<file path="src/hw/rtl/mri_pkg.sv">
// package for the motor resistance identifier: payload structs, register
// indexes and the controller/datapath command and status structs
`timescale 1ns / 1ps
package mri_pkg;
	localparam int VALUE_BITS = 24;
	localparam int COUNT_BITS = 16;
	localparam int CFG_BITS   = 23;
	localparam int IDX_BITS   = 3;

	localparam logic [IDX_BITS-1:0] REG_START_VOLTAGE  = 3'd0;
	localparam logic [IDX_BITS-1:0] REG_START_TICKS    = 3'd1;
	localparam logic [IDX_BITS-1:0] REG_HOLD_TICKS     = 3'd2;
	localparam logic [IDX_BITS-1:0] REG_RAMP_STEP      = 3'd3;
	localparam logic [IDX_BITS-1:0] REG_CURRENT_TARGET = 3'd4;
	localparam logic [IDX_BITS-1:0] REG_FILTER_GAIN    = 3'd5;

	localparam logic [2:0] PH_INIT   = 3'd0;
	localparam logic [2:0] PH_WAIT   = 3'd1;
	localparam logic [2:0] PH_RAMP   = 3'd2;
	localparam logic [2:0] PH_HFULL  = 3'd3;
	localparam logic [2:0] PH_REDUCE = 3'd4;
	localparam logic [2:0] PH_HHALF  = 3'd5;
	localparam logic [2:0] PH_CALC   = 3'd6;
	localparam logic [2:0] PH_DONE   = 3'd7;

	typedef struct packed {
		logic signed [VALUE_BITS-1:0] current_alpha;
		logic signed [VALUE_BITS-1:0] current_beta;
		logic signed [VALUE_BITS-1:0] measured_d_voltage;
	} mri_in_t;

	typedef struct packed {
		logic signed [VALUE_BITS-1:0] d_voltage_command;
		logic                         neutral_drive;
		logic                         finished;
		logic signed [VALUE_BITS-1:0] resistance;
		logic                         divide_fault;
		logic [2:0]                   phase_code;
	} mri_out_t;

	// controller -> datapath
	typedef struct packed {
		logic load;       // capture input, start magnitude and filter work
		logic sqrt_step;  // one root bit
		logic mul_a;      // square alpha
		logic mul_b;      // square beta
		logic filt_i0;    // current filter: product x*g
		logic filt_i1;    // current filter: product y*(1-g), sum
		logic filt_v0;
		logic filt_v1;
		logic seq;        // run phase update
		logic div_start;
		logic div_step;
		logic div_end;
	} mri_cmd_t;

	// datapath -> controller
	typedef struct packed {
		logic [2:0] phase;
	} mri_sts_t;
endpackage

</file>
<file path="src/hw/rtl/mri_controller.sv">
// controller: sequences one request through squares, root, filters, phase
// update and, in the calc phase, the divider. depends on mri_pkg
`timescale 1ns / 1ps
module mri_controller import mri_pkg::*; (
	input  logic     clk,
	input  logic     arst_n,
	input  logic     in_valid,
	output logic     in_stall,
	output logic     out_valid,
	input  logic     out_stall,
	input  mri_sts_t sts,
	output mri_cmd_t cmd
);
	localparam int DSTEPS = VALUE_BITS + 17;
	typedef enum logic [3:0] {
		S_IDLE, S_MA, S_MB, S_ROOT, S_FI0, S_FI1, S_FV0, S_FV1,
		S_SEQ, S_DSTART, S_DIV, S_DEND, S_OUT
	} state_t;
	state_t state_q;
	logic [5:0] cnt_q;
	logic       calc_q;

	assign in_stall  = (state_q != S_IDLE);
	always_ff @(posedge clk or negedge arst_n) begin
		if (!arst_n) begin
			state_q <= S_IDLE; cnt_q <= '0; calc_q <= 1'b0; out_valid <= 1'b0;
		end else begin
			if (out_valid && !out_stall) out_valid <= 1'b0;
			case (state_q)
				S_IDLE: if (in_valid && !in_stall) state_q <= S_MA;
				S_MA: state_q <= S_MB;
				S_MB: begin state_q <= S_ROOT; cnt_q <= '0; end
				S_ROOT: begin
					cnt_q <= cnt_q + 1'b1;
					if (cnt_q == 6'(VALUE_BITS - 1)) state_q <= S_FI0;
				end
				S_FI0: state_q <= S_FI1;
				S_FI1: state_q <= S_FV0;
				S_FV0: state_q <= S_FV1;
				S_FV1: state_q <= S_SEQ;
				// wait here while the previous result is still held
				S_SEQ: if (!out_valid) begin
					calc_q <= (sts.phase == PH_CALC);
					state_q <= (sts.phase == PH_CALC) ? S_DSTART : S_OUT;
				end
				S_DSTART: begin state_q <= S_DIV; cnt_q <= '0; end
				S_DIV: begin
					cnt_q <= cnt_q + 1'b1;
					if (cnt_q == 6'(DSTEPS - 1)) state_q <= S_DEND;
				end
				S_DEND: state_q <= S_OUT;
				S_OUT: begin out_valid <= 1'b1; state_q <= S_IDLE; end
				default: state_q <= S_IDLE;
			endcase
		end
	end

	always_comb begin
		cmd = '0;
		cmd.load      = (state_q == S_IDLE) && in_valid && !in_stall;
		cmd.mul_a     = (state_q == S_MA);
		cmd.mul_b     = (state_q == S_MB);
		cmd.sqrt_step = (state_q == S_ROOT);
		cmd.filt_i0   = (state_q == S_FI0);
		cmd.filt_i1   = (state_q == S_FI1);
		cmd.filt_v0   = (state_q == S_FV0);
		cmd.filt_v1   = (state_q == S_FV1);
		cmd.seq       = (state_q == S_SEQ) && !out_valid;
		cmd.div_start = (state_q == S_DSTART);
		cmd.div_step  = (state_q == S_DIV);
		cmd.div_end   = (state_q == S_DEND) && calc_q;
	end
endmodule

</file>
<file path="config.mk">
export PLATFORM = sky130hd
export DESIGN_NAME = mri_controller
export DESIGN_NICKNAME = d
export VERILOG_FILES = /design/src/hw/rtl/mri_pkg.sv /design/src/hw/rtl/mri_controller.sv
export SDC_FILE = /design/constraint.sdc
export NUM_CORES = 1
export LEC_CHECK = 0
export ABC_AREA = 1
export BUFFER_PORTS_ARGS = -buffer_cell sky130_fd_sc_hd__buf_2
export CAP_MARGIN = 20
export CORE_MARGIN = 8
export CORE_UTILIZATION = 40
export DETAILED_ROUTE_END_ITERATION = 8
export RECOVER_POWER = 25
export SLEW_MARGIN = 5
export SYNTH_ARGS = -nofsm -noshare
export SYNTH_HDL_FRONTEND = slang
export SYNTH_SLANG_ARGS = --single-unit
</file>
<file path="constraint.sdc">
create_clock -name clk -period 1.92 [get_ports clk]
set_input_delay 0.192 -clock clk [delete_from_list [all_inputs] [get_ports clk]]
set_output_delay 0.192 -clock clk [all_outputs]
set_load 0.02 [all_outputs]
</file>
==> Word-level counts from Yosys, hierarchy flattened <==
Cells that the tools add are included.
{ "totals": {"reg_bits": 12, "inputBits": 7} }
{ "op_classes": {"addsub": 1, "n_reduce_logical": 17, "bitwise_logic": 1, "n_mux": 9, "n_eq_ne": 19} }
{ "ops": {"columns": ["op", "n"], "rows": [
  ["case mux 4 bit (12 select lines)", 1],
  ["== test 4 bit (second input constant)", 5],
  ["== test 4 x 3 -> 1 bit (second input constant)", 4],
  ["two-way mux 4 bit", 4],
  ["case mux 6 bit (2 select lines)", 1],
  ["== test 4 x 2 -> 1 bit (second input constant)", 2],
  ["adder 6 x 1 -> 6 bit (second input constant)", 1],
  ["== test 6 x 5 -> 1 bit (second input constant)", 1],
  ["== test 6 bit (second input constant)", 1],
  ["logical AND 1 bit", 6],
  ["== test 4 x 1 -> 1 bit (second input constant)", 1],
  ["logical NOT 4 bit", 1],
  ["!= test 2 x 1 -> 1 bit (second input constant)", 2],
  ["!= test 2 bit (second input constant)", 2],
  ["AND reduction 4 bit", 1],
  ["nonzero test 2 bit", 2],
  ["nonzero test 4 bit", 1],
  ["OR reduction 2 bit", 2],
  ["== test 3 bit (second input constant)", 1],
  ["logical NOT 1 bit", 3],
  ["two-way mux 3 bit", 1],
  ["two-way mux 1 bit", 2],
  ["AND reduction 2 bit", 1],
  ["inverter 1 bit", 1]
]} }

==> Longest topological paths before layout <==
{ "logic_depth": {"word_depth": 5, "mapped_depth": 8, "mapped_depth_nobuf": 8} }

==> Worst setup path after synthesis <==
Ideal clock, no wire load.
{ "synth_timing": {"path_kind": "reg2out", "start": "register state_q[0]", "end": "output cmd[11] (netlist name)", "setup_slack_ns": 0.540, "required_ns": 1.728, "arrival_ns": 1.188, "path_stages_with_launch": 4, "path_cell_list": "dfrtp_1 -> nor2_1 -> nand2_1 -> nor2_1"} }
{ "synth_lines": {"columns": ["item", "line", "source"], "rows": [
  ["start: declaration", "mri_controller.sv:19", "state_t state_q;"],
  ["start signal: assignment", "mri_controller.sv:44", "state_q <= (sts.phase == PH_CALC) ? S_DSTART : S_OUT;"],
  ["end: declaration", "mri_controller.sv:12", "output mri_cmd_t cmd"]
]} }

==> results by group <==
Setup path
  • Worst Path Buf+Inv: 2
  • Slowest CP cell: dfrtp_1
  • RR Endpoint: state_q[0]
  • Worst Setup Start Kind: flip-flop
  • Crit-path leading delay family: simple AND/OR/NAND/NOR gates
  • Crit. End Element: output port
  • Reg2Reg Setup Slack: between 0.6 and 0.7 ns
  • Critical Path RT: 1.73 ns
  • CP Max Fanout: 6
  • Data arrival time of the worst path: 1.39 ns
  • Critical R2R Launch: state_q[0]
  • Worst R2R Path Depth: 5
  • CP cell instances: nor2_1 -> nand3_1 -> inv_1 -> buf_2
  • CP max stage delay: 0.40 ns
  • WS Path Type: flip-flop to output port

Cells and area
  • Ratio of cells with drive above 1 in the final layout: 23.13%
  • Filler cells: 198
  • Area occupied by multi-input gates: 394.1 um^2
  • Final nets: 145
  • Design area: 924.6 um^2
  • Finished Layout Cells: 159
  • Layout area overhead: 21.35%
  • Most common cell after layout, fill and taps aside: nand2_1
  • FF+latch area: 300.3 um^2
  • Commonest cells after routing, fill and taps aside: 21 x nand2_1, 19 x nor2_1, 19 x buf_2, 16 x inv_1, 13 x nand3_1
  • ANT cells: 0

Clock network
  • CTS tree: built
  • CTS sink cnt: 12
  • Post-CTS setup buffer count: 0
  • Clock Latency Late Sink: 0.27 ns
  • CTS resizes: 0
  • Root buf cell: clkbuf_4
  • CTS Buf Count: 3
  • H-tree levels: 1
  • Clk buf depth: 2
  • Worst-path clk slew: 0.07 ns

Routing
  • Drt via density: 4.742
  • DRC Markers: 0
  • Vias: 754
  • Detail Route Antenna Nets: 0
  • Starting DRT DRC Count: 18
  • Drt total wl: 1795 um
  • First drt pass iteration count: 4
  • WL/cell: between 10 and 15 um

Floorplan
  • Initial Utilization: 43.19%
  • Die Wd: a little under 60 um
  • # rows: 15
  • Core area: 1764 um^2
  • # IOs: 21
  • Die ar.: about 3600 um^2
  • Chip height: 59.65 um

STA
  • Setup TNS: 0 ns
  • Tcrit/Tclk final: 82.25%
  • Setup violations, final: 0
  • Final worst slack: 0.3408 ns
  • Min Tclk post-route: 1.579 ns
  • RSZ-0062 raised after global routing: false
  • Final Hold Fails: 0
  • Clock Skew: 0.004526 ns
  • Fin. max-slew vios: 0
  • Slew headroom: 54.56%
  • Worst Tran Pin Value: 0.6817 ns
  • F_max: 0.6332 GHz

GRT
  • First-pass GRT wire length: 3042 um
  • Total GRT Usage: 11.23%
  • Initial antenna violation count: 0
  • Busiest metal layer after global routing: met2
  • Met1 usage: 12.63%
  • GR Layer Usage met2: between 10% and 20%
  • Met3 usage: under 10%
  • Remaining Overflow, GRT: 0
  • Vias in the first global route: 718
  • Largest net degree at the start of global routing: 13

Power
  • P per Cell Area: 1451 nW/um^2
  • Overall power: 1.342 mW
  • P_leak: around 0.51 nW
  • Max IR drop VDD: 0.0007197 V

Flow run
  • Max-cap violations: 0

Place
  • Dpl cells: about 160
  • DP Area: about 890 um^2
  • GP Congestion: 0.8039
  • HPWL reported at the end of detailed placement: between 1000 and 1500 um
  • Port buffer count: 20
  • Place WS: 0.5933 ns

Synthesis
  • Net Count, Synth: 119
  • Post-synth cell types: 19
  • Post-synthesis adder-cell area fraction: 3.284%
  • Post-Synthesis Cells: 110
  • Synth Area in Compound Gates: between 10% and 20%
  • Sequential fraction of the synthesis area: 39.41%
  • XOR/XNOR share of the synthesized area: around 2.3%
  • Syn. warnings: 0
  • Mapped Area: 762.0 um^2
  • Mux cell area share after synthesis: 0%
  • Synth Register Bits: 12
  • Simple-Gate Fraction of Synth Area: 35.63%
  • Mean Syn Cell Area: 6.927 um^2
  • Main combinational cell family by area after synthesis: simple AND/OR/NAND/NOR gates

Status
  • Outcome: completed

Hold path
  • Hold crit path type: input port to flip-flop
  • Hold endpoint: out_valid
  • Worst hold stages: 3
  • Worst Hold Launch: out_stall
area by class of cell:
cell class	instances	share of cell area (%)
Clock buffer	3	2.436
Inverter	18	7.307
Multi-Input combinational cell	80	42.63
Sequential cell	12	32.48
Tap cell	25	3.383
Timing Repair Buffer	21	11.77
through the flow:
stage | hold slack (ns) | utilization, %
3_5_place_dp | 0.09388 | 50.64
4_1_cts | 0.1291 | 52.48
2_1_floorplan | -0.1036 | -
3_3_place_gp | 0.09013 | 50.64
5_1_grt | 0.1988 | 52.41
6_report | 0.1362 | 52.41
worst max path at each step:
stage / startpoint / end / depth (start not counted)
detailed placement: state_q[0] / state_q[0] / 5
global placement: state_q[0] / state_q[0] / 5
global route: state_q[0] / cmd[3] / 4
floorplan: state_q[0] / cmd[11] / 3
finish: state_q[0] / cmd[3] / 4
CTS: state_q[0] / cmd[3] / 4
cell usage after synthesis (all sizes together):
cell    n  area (um^2)
or2     1        6.260
dfrtp  12        300.3
nand3  13        65.06
nor3b   1        7.510
xor2    2        17.52
inv    18        67.57
ha      2        25.02
a31oi   1        6.260
nor2   22        95.09
nand2  23        91.34
o21ai  13        68.81
a21oi   1        5.000
nand4   1        6.260
metal layers:
layer | vias up | wire length, um
li1 | 399 | -
met1 | 340 | 848
met2 | 13 | 824
met3 | 2 | 108
met4 | 0 | 13
met5 | - | 0
tightest hold or removal path: stages:
cell     delay, ns
buf_2         0.08
nand2_1       0.04
o21ai_0       0.06
timing repair:
item | CTS | global route
setup endpoints to repair | 0 | 0
hold endpoints to repair | 12 | 0
hold buffers | 1 | 0
kinds of logic after synthesis:
group / Yosys count
flops: 12
compound gates: 15
fa+ha+maj: 2
xor+xnor: 2
buf+inv: 18
simple gates: 61
power breakdown:
group          internal [mW]  switching [mW]
logic                  0.238           0.521
clock network         0.0725          0.0791
registers              0.346          0.0849
total                  0.657           0.685
registers in the layout (all words and copies together), names as in the netlist:
register	cells
state_q	4
out_valid	1
cnt_q	6
calc_q	1
Note: power is estimated with default switching activity, not from simulation.
